[src/sv/x86ex_pkg.sv]
// shared types, constants and helpers for the x86 register alu execute core
// no dependencies; imported by x86_16_register_alu_execute_core
package x86ex_pkg;

    localparam int REG_W       = 16;
    localparam int FLAG_W      = 12;
    localparam int NUM_ENTRIES = 12;
    localparam int ADDR_W      = $clog2(NUM_ENTRIES);
    localparam int SEL_W       = 4;
    localparam int ACT_W       = 3;
    localparam int IN_DATA_W   = 32;
    localparam int OUT_DATA_W  = 32;

    localparam logic [ACT_W-1:0] ACT_MOV = 3'd0;
    localparam logic [ACT_W-1:0] ACT_ADD = 3'd1;
    localparam logic [ACT_W-1:0] ACT_SUB = 3'd2;
    localparam logic [ACT_W-1:0] ACT_CMP = 3'd3;

    localparam logic [SEL_W-1:0] SEL_SEG_BASE = 4'd8;
    localparam logic [SEL_W-1:0] SEL_LIMIT    = 4'd12;

    localparam logic STATUS_OK    = 1'b0;
    localparam logic STATUS_UNSUP = 1'b1;

    // flag bit positions
    localparam int FL_CF = 0;
    localparam int FL_PF = 2;
    localparam int FL_AF = 4;
    localparam int FL_ZF = 6;
    localparam int FL_SF = 7;
    localparam int FL_OF = 11;

    localparam logic [REG_W-1:0] MASK_HI   = 16'hFF00;
    localparam logic [REG_W-1:0] MASK_LO   = 16'h00FF;
    localparam logic [REG_W-1:0] MASK_WORD = 16'hFFFF;
    localparam logic [REG_W-1:0] SIGN_WORD = 16'h8000;

    // listed from the top bit down, so action sits in the lowest bits of tdata
    typedef struct packed {
        logic [REG_W-1:0]  imm_value;
        logic [SEL_W-1:0]  src_sel;
        logic              src_is_imm;
        logic [SEL_W-1:0]  dest_sel;
        logic              wide;
        logic [ACT_W-1:0]  action;
    } t_item;

    // physical word holding a selector: segment regs at 8..11, byte regs share words 0..3
    function automatic logic [ADDR_W-1:0] f_phys_addr(input logic [SEL_W-1:0] sel,
                                                      input logic wide);
        logic [ADDR_W-1:0] addr;
        if (sel >= SEL_LIMIT) begin
            addr = '0;
        end else if (sel >= SEL_SEG_BASE || wide) begin
            addr = sel[ADDR_W-1:0];
        end else begin
            addr = {2'b00, sel[1:0]};
        end
        return addr;
    endfunction

    // operand value of a selector taken from its physical word
    function automatic logic [REG_W-1:0] f_read_op(input logic [SEL_W-1:0] sel,
                                                   input logic wide,
                                                   input logic [REG_W-1:0] word);
        logic [REG_W-1:0] v;
        if (sel >= SEL_SEG_BASE || wide) begin
            v = word;
        end else if (sel[2]) begin
            v = (word & MASK_HI) >> 8;
        end else begin
            v = word & MASK_LO;
        end
        return v;
    endfunction

    // selector that names nothing this operation can use
    function automatic logic f_bad_sel(input logic [SEL_W-1:0] sel,
                                       input logic wide,
                                       input logic [ACT_W-1:0] action);
        return (sel >= SEL_LIMIT) ||
               (sel >= SEL_SEG_BASE && (!wide || action != ACT_MOV));
    endfunction

endpackage

[src/sv/x86ex_ram.sv]
// generic single write port ram with one registered read port
// no dependencies; used for the register file copies
module x86ex_ram #(
    parameter int WIDTH = 16,
    parameter int DEPTH = 12
) (
    input  logic                     i_clk,
    input  logic                     i_wr_en,
    input  logic [$clog2(DEPTH)-1:0] i_wr_addr,
    input  logic [WIDTH-1:0]         i_wr_data,
    input  logic [$clog2(DEPTH)-1:0] i_rd_addr,
    output logic [WIDTH-1:0]         o_rd_data
);

    logic [WIDTH-1:0] r_mem [DEPTH];
    logic [WIDTH-1:0] r_rd_data;

    always_ff @(posedge i_clk) begin
        if (i_wr_en) begin
            r_mem[i_wr_addr] <= i_wr_data;
        end
        r_rd_data <= r_mem[i_rd_addr];
    end

    assign o_rd_data = r_rd_data;

endmodule

[src/sv/x86_16_register_alu_execute_core.sv]
// execute core for register-form mov, add, sub and cmp with its own register file
// depends on x86ex_pkg and x86ex_ram
//
// usage:
//   slave channel (i_s_*) takes one decoded instruction per item; master channel
//   (o_m_*) returns one result item per instruction, in order.
//   the eight general and four segment registers live in a 12-word ram, held as
//   two copies so the destination and source words are read in the same cycle.
//   an item is accepted, its words are read at that edge, and in the next cycle
//   the alu computes the result; when the output register is free or being
//   drained, the merged word is written back and the output register loaded,
//   which offers the result on the master channel.
//   throughput is one item per cycle unless stalled; a write still landing in
//   the ram is forwarded from a bypass register to the following item.
//   reset clears the per-word valid bits (an unwritten word reads as zero),
//   the flags, the bypass and both pipeline valids; no clearing pass is needed.
//   when the receiver stalls, the finished item waits in the output register,
//   one more item waits in the execute stage, and o_s_tready drops.
module x86_16_register_alu_execute_core
    import x86ex_pkg::*;
(
    input  logic                  i_clk,
    input  logic                  i_rst_n,
    input  logic                  i_s_tvalid,
    output logic                  o_s_tready,
    // action[2:0], wide[3], dest_sel[7:4], src_is_imm[8], src_sel[12:9],
    // imm_value[28:13], zero[31:29]
    input  logic [IN_DATA_W-1:0]  i_s_tdata,
    output logic                  o_m_tvalid,
    input  logic                  i_m_tready,
    // result_value[15:0], flag_word[27:16], status[28], zero[31:29]
    output logic [OUT_DATA_W-1:0] o_m_tdata
);

    t_item             in_item;
    t_item             r_s1_item;
    logic              r_s1_valid;
    logic [ADDR_W-1:0] r_s1_daddr;
    logic [ADDR_W-1:0] r_s1_saddr;
    logic              adv;
    logic              in_ready;

    logic [ADDR_W-1:0] rd_daddr;
    logic [ADDR_W-1:0] rd_saddr;
    logic [REG_W-1:0]  ram_dword;
    logic [REG_W-1:0]  ram_sword;

    logic [NUM_ENTRIES-1:0] r_ent_valid;
    logic              r_fwd_valid;
    logic [ADDR_W-1:0] r_fwd_addr;
    logic [REG_W-1:0]  r_fwd_data;

    logic [FLAG_W-1:0] r_flags;
    logic [FLAG_W-1:0] n_flags;

    logic              r_out_valid;
    logic [REG_W-1:0]  r_out_result;
    logic [FLAG_W-1:0] r_out_flags;
    logic              r_out_status;

    logic [REG_W-1:0]  dword;
    logic [REG_W-1:0]  sword;
    logic [REG_W-1:0]  mask;
    logic [REG_W-1:0]  sign;
    logic [REG_W-1:0]  op_a;
    logic [REG_W-1:0]  op_b;
    logic [REG_W:0]    sum;
    logic [REG_W:0]    diff;
    logic [REG_W-1:0]  res;
    logic              cf;
    logic              of;
    logic              bad;
    logic [REG_W-1:0]  wr_word;
    logic              wr_en;

    assign in_item = t_item'(i_s_tdata[$bits(t_item)-1:0]);

    assign adv        = !r_out_valid || i_m_tready;
    assign in_ready   = !r_s1_valid || adv;
    assign o_s_tready = in_ready;

    // re-read the held item's words while stalled, so late writes are seen
    always_comb begin
        if (in_ready) begin
            rd_daddr = f_phys_addr(in_item.dest_sel, in_item.wide);
            rd_saddr = f_phys_addr(in_item.src_sel, in_item.wide);
        end else begin
            rd_daddr = r_s1_daddr;
            rd_saddr = r_s1_saddr;
        end
    end

    x86ex_ram #(.WIDTH(REG_W), .DEPTH(NUM_ENTRIES)) u_ram_dest (
        .i_clk     (i_clk),
        .i_wr_en   (wr_en),
        .i_wr_addr (r_s1_daddr),
        .i_wr_data (wr_word),
        .i_rd_addr (rd_daddr),
        .o_rd_data (ram_dword)
    );

    x86ex_ram #(.WIDTH(REG_W), .DEPTH(NUM_ENTRIES)) u_ram_src (
        .i_clk     (i_clk),
        .i_wr_en   (wr_en),
        .i_wr_addr (r_s1_daddr),
        .i_wr_data (wr_word),
        .i_rd_addr (rd_saddr),
        .o_rd_data (ram_sword)
    );

    always_ff @(posedge i_clk) begin
        if (!i_rst_n) begin
            r_s1_valid <= 1'b0;
        end else if (in_ready) begin
            r_s1_valid <= i_s_tvalid;
        end
    end

    always_ff @(posedge i_clk) begin
        if (in_ready) begin
            r_s1_item  <= in_item;
            r_s1_daddr <= rd_daddr;
            r_s1_saddr <= rd_saddr;
        end
    end

    // stage 1: word selection with bypass and reset-value substitution
    always_comb begin
        if (r_fwd_valid && r_fwd_addr == r_s1_daddr) begin
            dword = r_fwd_data;
        end else if (r_ent_valid[r_s1_daddr]) begin
            dword = ram_dword;
        end else begin
            dword = '0;
        end
        if (r_fwd_valid && r_fwd_addr == r_s1_saddr) begin
            sword = r_fwd_data;
        end else if (r_ent_valid[r_s1_saddr]) begin
            sword = ram_sword;
        end else begin
            sword = '0;
        end
    end

    always_comb begin
        mask = r_s1_item.wide ? MASK_WORD : MASK_LO;
        sign = r_s1_item.wide ? SIGN_WORD : (SIGN_WORD >> 8);
        bad  = (r_s1_item.action > ACT_CMP) ||
               f_bad_sel(r_s1_item.dest_sel, r_s1_item.wide, r_s1_item.action) ||
               (!r_s1_item.src_is_imm &&
                f_bad_sel(r_s1_item.src_sel, r_s1_item.wide, r_s1_item.action));

        op_a = f_read_op(r_s1_item.dest_sel, r_s1_item.wide, dword) & mask;
        op_b = r_s1_item.src_is_imm ? (r_s1_item.imm_value & mask)
                                    : (f_read_op(r_s1_item.src_sel, r_s1_item.wide,
                                                 sword) & mask);
        sum  = {1'b0, op_a} + {1'b0, op_b};
        diff = {1'b0, op_a} - {1'b0, op_b};

        n_flags = r_flags;
        res     = '0;
        cf      = 1'b0;
        of      = 1'b0;
        case (r_s1_item.action)
            ACT_MOV: begin
                res = op_b;
            end
            ACT_ADD: begin
                res = sum[REG_W-1:0] & mask;
                cf  = r_s1_item.wide ? sum[REG_W] : sum[8];
                of  = |((op_a ^ res) & (op_b ^ res) & sign);
            end
            ACT_SUB, ACT_CMP: begin
                res = diff[REG_W-1:0] & mask;
                cf  = diff[REG_W];
                of  = |((op_a ^ op_b) & (op_a ^ res) & sign);
            end
            default: begin
                res = '0;
            end
        endcase

        if (r_s1_item.action != ACT_MOV) begin
            n_flags[FL_CF] = cf;
            n_flags[FL_PF] = ~^res[7:0];
            n_flags[FL_AF] = op_a[4] ^ op_b[4] ^ res[4];
            n_flags[FL_ZF] = (res == '0);
            n_flags[FL_SF] = |(res & sign);
            n_flags[FL_OF] = of;
        end

        // merge a byte result into its word
        if (r_s1_item.dest_sel >= SEL_SEG_BASE || r_s1_item.wide) begin
            wr_word = res;
        end else if (r_s1_item.dest_sel[2]) begin
            wr_word = {res[7:0], dword[7:0]};
        end else begin
            wr_word = {dword[15:8], res[7:0]};
        end

        wr_en = adv && r_s1_valid && !bad && (r_s1_item.action != ACT_CMP);
    end

    always_ff @(posedge i_clk) begin
        if (!i_rst_n) begin
            r_ent_valid <= '0;
            r_fwd_valid <= 1'b0;
            r_flags     <= '0;
        end else begin
            if (wr_en) begin
                r_ent_valid[r_s1_daddr] <= 1'b1;
                r_fwd_valid             <= 1'b1;
            end
            if (adv && r_s1_valid && !bad) begin
                r_flags <= n_flags;
            end
        end
    end

    always_ff @(posedge i_clk) begin
        if (wr_en) begin
            r_fwd_addr <= r_s1_daddr;
            r_fwd_data <= wr_word;
        end
    end

    always_ff @(posedge i_clk) begin
        if (!i_rst_n) begin
            r_out_valid <= 1'b0;
        end else if (adv) begin
            r_out_valid <= r_s1_valid;
        end
    end

    always_ff @(posedge i_clk) begin
        if (adv && r_s1_valid) begin
            r_out_result <= bad ? '0 : res;
            r_out_flags  <= bad ? r_flags : n_flags;
            r_out_status <= bad ? STATUS_UNSUP : STATUS_OK;
        end
    end

    assign o_m_tvalid = r_out_valid;
    assign o_m_tdata  = {{(OUT_DATA_W - REG_W - FLAG_W - 1){1'b0}},
                         r_out_status, r_out_flags, r_out_result};

    // an item held in the execute stage is never dropped
    a_s1_hold: assert property (@(posedge i_clk) disable iff (!i_rst_n)
        (r_s1_valid && !adv) |=> r_s1_valid)
        else $error("execute stage item lost while stalled");

    // cmp and rejected items never write the register file
    a_no_write: assert property (@(posedge i_clk) disable iff (!i_rst_n)
        (r_s1_valid && (bad || r_s1_item.action == ACT_CMP)) |-> !wr_en)
        else $error("register write from cmp or unsupported item");

    // a written word is marked valid and sits in the bypass next cycle
    a_wr_valid: assert property (@(posedge i_clk) disable iff (!i_rst_n)
        wr_en |=> (r_ent_valid[r_fwd_addr] && r_fwd_addr == $past(r_s1_daddr)))
        else $error("written word not tracked");

    // mov leaves the flags alone
    a_mov_flags: assert property (@(posedge i_clk) disable iff (!i_rst_n)
        (adv && r_s1_valid && r_s1_item.action == ACT_MOV) |=> $stable(r_flags))
        else $error("flags changed by mov");

    // results leave only from a loaded output register
    a_out_from_s1: assert property (@(posedge i_clk) disable iff (!i_rst_n)
        ($rose(r_out_valid)) |-> $past(r_s1_valid))
        else $error("output item without a source");

endmodule
[config.mk]
export PLATFORM = sky130hd
export DESIGN_NAME = x86_16_register_alu_execute_core
export DESIGN_NICKNAME = d
export VERILOG_FILES = /design/src/sv/x86ex_pkg.sv /design/src/sv/x86ex_ram.sv /design/src/sv/x86_16_register_alu_execute_core.sv
export SDC_FILE = /design/constraint.sdc
export NUM_CORES = 1
export LEC_CHECK = 0
export ABC_AREA = 1
export BUFFER_PORTS_ARGS = -buffer_cell sky130_fd_sc_hd__buf_2
export CORE_MARGIN = 3
export CORE_UTILIZATION = 50
export CTS_CLUSTER_DIAMETER = 150
export DETAILED_ROUTE_END_ITERATION = 12
export GPL_TIMING_DRIVEN = 1
export PLACE_DENSITY_LB_ADDON = 0.05
export SYNTH_ARGS = -nofsm -noshare
export SYNTH_HDL_FRONTEND = slang
export SYNTH_HIERARCHICAL = 1
export SYNTH_SLANG_ARGS = --single-unit
[constraint.sdc]
create_clock -name i_clk -period 6.41 [get_ports i_clk]
set_input_delay 0.641 -clock i_clk [delete_from_list [all_inputs] [get_ports i_clk]]
set_output_delay 0.641 -clock i_clk [all_outputs]
set_load 0.01 [all_outputs]
==> out/results.txt <==
RSZ-0062 raised after global routing: false
Worst Hold Path EP: r_s1_item[18]$_DFFE_PN_
Min Tclk post-route: 5840 ps
Hold_sp: i_s_tdata[18]
Reg2Reg Setup Slack: 570 ps
Clock transition at the registers of the reported paths: 60 ps
Outcome: finished clean
Final Max Slew Viols: 0
Htree depth: 2
Register area share after synthesis: 62.6%
Worst VDD drop: 237 uV
Worst Hold Margin: 212 ps
CTS Hold Buffers Added: 0
Synth Flop Type: edfxtp_1
CP max stage cell: edfxtp_1
Post-Syn Area: 0.0238 mm^2
Pwr Density: 281 mW/mm^2
Tot GR Track Use: 25.9%
Core ar.: 0.0468 mm^2
Placed cell area: 0.0248 mm^2
Antenna-violating nets left: 0
Post-Syn Instances: 2489
Flip-flop and latch count after synthesis: 513
Die area: 0.0502 mm^2
Final setup viols: 0
# DRC: 0
Port Buffers: 57
WHS Path Cells: 1
Core Util, Final: 56.7%
Clock latency on the worst-skew pair: 610 ps
Top cell by count, worst path: nand2_1
Synth Area in Simple Gates: 20.5%
Fmax: 0.171 GHz
Antenna cells: 0
Compound-Gate Fraction of Synth Area: 6.50%
Share of layout cells above drive strength 1: 9.27%
Clk sinks: 513
Cell type with the largest total area after synthesis: edfxtp_1
Req. time, crit path: 6740 ps
Synth Area in XOR/XNOR: 0.295%
Synth cell types: 46
Area contributors post-synth: edfxtp_1 (58%), nand2_1 (11%), nand3_1 (5.7%), inv_1 (5.4%), dfxtp_1 (4.5%)
CP peak stage delay: 620 ps
Post-detailed-routing wire length: 65300 um
Ys async rst share: 0%
Kind of critical path: register to register
CP Capture Type: register
Initial core utilization: 50.8%
Fraction of the mapped netlist area in adder cells: 2.06%
CTS max path bufs: 3
Max cap viols: 0
CTS tree: built
Post_cts resized: 0
Cell row count: 79
Final GP Congestion: 0.894
Post-CTS setup buffer count: 0
Endpoints failing hold: 0
Post-synth top area share: 58.1%
Largest family of logic cells by synthesized area: simple AND/OR/NAND/NOR gates
First-pass GRT wire length: 98400 um
Register-to-Register Path Depth: 32
GRT overflow: 0
Design area: 0.0265 mm^2
Relative slew slack: 25.0%
Die Height: 224 um
TritonCTS buffer count: 53
Final nets: 2639
Antenna violations before repair: 0
Final HPWL DP: 41200 um
Vias: 17300
Startpoint class of the critical path: register
Actual slew at the worst max-slew pin: 1130 ps
Mean post-synth cell area: 9.55 um^2
Vias in the first global route: 16100
Area growth syn-to-layout: 11.5%
IO Pins: 70
Critical Path Fanout Max: 17
Yosys warnings: 6
Setup Skew: 28.2 ps
HP Class: input pin to register
Post-synthesis mux area share: 0%
Iteration-0 DRC Markers: 1838
Setup TNS: 0 ps
Wire per inst: 20.3 um
R2r startpoint: r_s1_daddr[0]$_DFFE_PN_
Data arrival, critical path: 6170 ps
Leakage: 11.3 nW
Capturing point of the worst reg2reg path: u_ram_src/r_mem[5][14]$_DFFE_PP_
Number of flops mapped to enable cells by yosys: 460
Largest net degree at the start of global routing: 91
CTS root buffer: clkbuf_16
Vias per inst: 5.38
Final critical-path share of the clock period: 91.1%
Die width: 224 um
TritonRoute pass-1 iters: 6
-- placed cells by master (no fill, tap or decap), types with 4 or more instances in the layout --
cell type / synthesis / routed
a211oi_1: 5 / 5
a21oi_1: 55 / 55
a22oi_1: 6 / 6
a31oi_1: 4 / 4
buf_2: 40 / 57
buf_4: 27 / 62
clkbuf_1: 39 / 7
clkbuf_16: 0 / 54
clkinv_1: 5 / 22
clkinv_2: 0 / 14
conb_1: 1 / 9
dfxtp_1: 53 / 53
edfxtp_1: 460 / 460
ha_1: 36 / 36
inv_1: 345 / 345
inv_2: 13 / 12
nand2_1: 669 / 669
nand2_2: 8 / 8
nand3_1: 272 / 271
nand3_2: 3 / 4
nand4_1: 5 / 5
nor2_1: 195 / 195
nor2_2: 6 / 6
nor3_1: 9 / 9
o211ai_1: 9 / 9
o21ai_0: 161 / 150
o21ai_1: 25 / 29
o21ai_4: 0 / 4
xnor2_1: 4 / 4
xor2_1: 4 / 4
-- power by group --
part | switching, mW | leakage, nW | internal (mW)
Clock | 1.28 | 0.823 | 1.65
Combinational | 0.546 | 5.73 | 0.187
Sequential | 0.0340 | 4.72 | 3.75
-- worst max-delay path, delay by kind of cell (launching register included) --
kind | cells | cell delay (ps)
fa+ha+maj | 1 | 540
simple gates | 23 | 2650
compound gates | 4 | 1090
flops | 1 | 620
buf+inv | 4 | 600
-- registers in the layout (all words and copies together) (netlist names) --
| name | count |
|---|---|
| u_ram_src/r_mem | 192 |
| r_fwd_valid | 1 |
| u_ram_dest/o_rd_data | 16 |
| r_fwd_addr | 4 |
| o_m_tvalid | 1 |
| u_ram_src/o_rd_data | 16 |
| r_ent_valid | 12 |
| r_s1_daddr | 4 |
| r_out_result | 16 |
| r_s1_item | 25 |
| r_out_flags | 6 |
| r_s1_saddr | 4 |
| r_s1_valid | 1 |
| u_ram_dest/r_mem | 192 |
| r_fwd_data | 16 |
| r_out_status | 1 |
| r_flags | 6 |
-- worst max-delay path by stage --
stage / from / endpoint / depth (start not counted)
floorplan: r_s1_daddr[1]$_DFFE_PN_ / r_out_flags[2]$_DFFE_PP_ / 27
global placement: r_s1_daddr[2]$_DFFE_PN_ / u_ram_src/r_mem[5][14]$_DFFE_PP_ / 30
detailed placement: r_s1_daddr[0]$_DFFE_PN_ / u_ram_src/r_mem[5][14]$_DFFE_PP_ / 32
CTS: r_s1_daddr[0]$_DFFE_PN_ / u_ram_src/r_mem[10][14]$_DFFE_PP_ / 32
global route: r_s1_daddr[2]$_DFFE_PN_ / u_ram_src/r_mem[7][14]$_DFFE_PP_ / 30
finish: r_s1_daddr[0]$_DFFE_PN_ / u_ram_src/r_mem[5][14]$_DFFE_PP_ / 32
-- layer usage --
layer	part of all wire, %	track usage (%)	wire [um]	vias up
li1	-	-	-	8343
met1	46	38.4	29800	8248
met2	45	40.1	29100	630
met3	7.0	3.22	4550	96
met4	2.8	8.05	1850	0
met5	0	0	0	-
-- cell families (layout without fill, tap and decap cells) --
kind of cell | Yosys count | after routing
compound gates | 285 | 285
buf+inv | 470 | 583
fa+ha+maj | 38 | 38
xor+xnor | 8 | 8
flops | 513 | 513
other cells | 1 | 9
simple gates | 1174 | 1174
-- synth_stat cells (5+ instances only) --
master / number
o211ai_1: 9
a21oi_1: 55
nor2_2: 6
inv_1: 345
clkinv_1: 5
inv_2: 13
o21ai_1: 25
clkbuf_1: 39
nand2_2: 8
nor2_1: 195
o21ai_0: 161
buf_2: 40
ha_1: 36
dfxtp_1: 53
nand4_1: 5
nand2_1: 669
edfxtp_1: 460
buf_4: 27
nand3_1: 272
a22oi_1: 6
a211oi_1: 5
nor3_1: 9
-- stage by stage --
stage	worst slack [ps]	std cells	total power, mW
2_1_floorplan	1900	2497	4.30
3_3_place_gp	827	3117	4.58
3_5_place_dp	753	3117	4.58
4_1_cts	706	3217	7.51
5_1_grt	127	3217	7.73
6_report	570	3217	7.44
-- layout make-up --
class | count | area [um^2]
Inverter | 363 | 1360
Tap cell | 607 | 759
Timing Repair Buffer | 120 | 771
Clock buffer | 63 | 1410
Multi-Input combinational cell | 1514 | 7070
Clock inverter | 37 | 251
Fill cell | 4089 | 20300
Sequential cell | 513 | 14900
No activity file was read; power rests on OpenSTA's default activity.
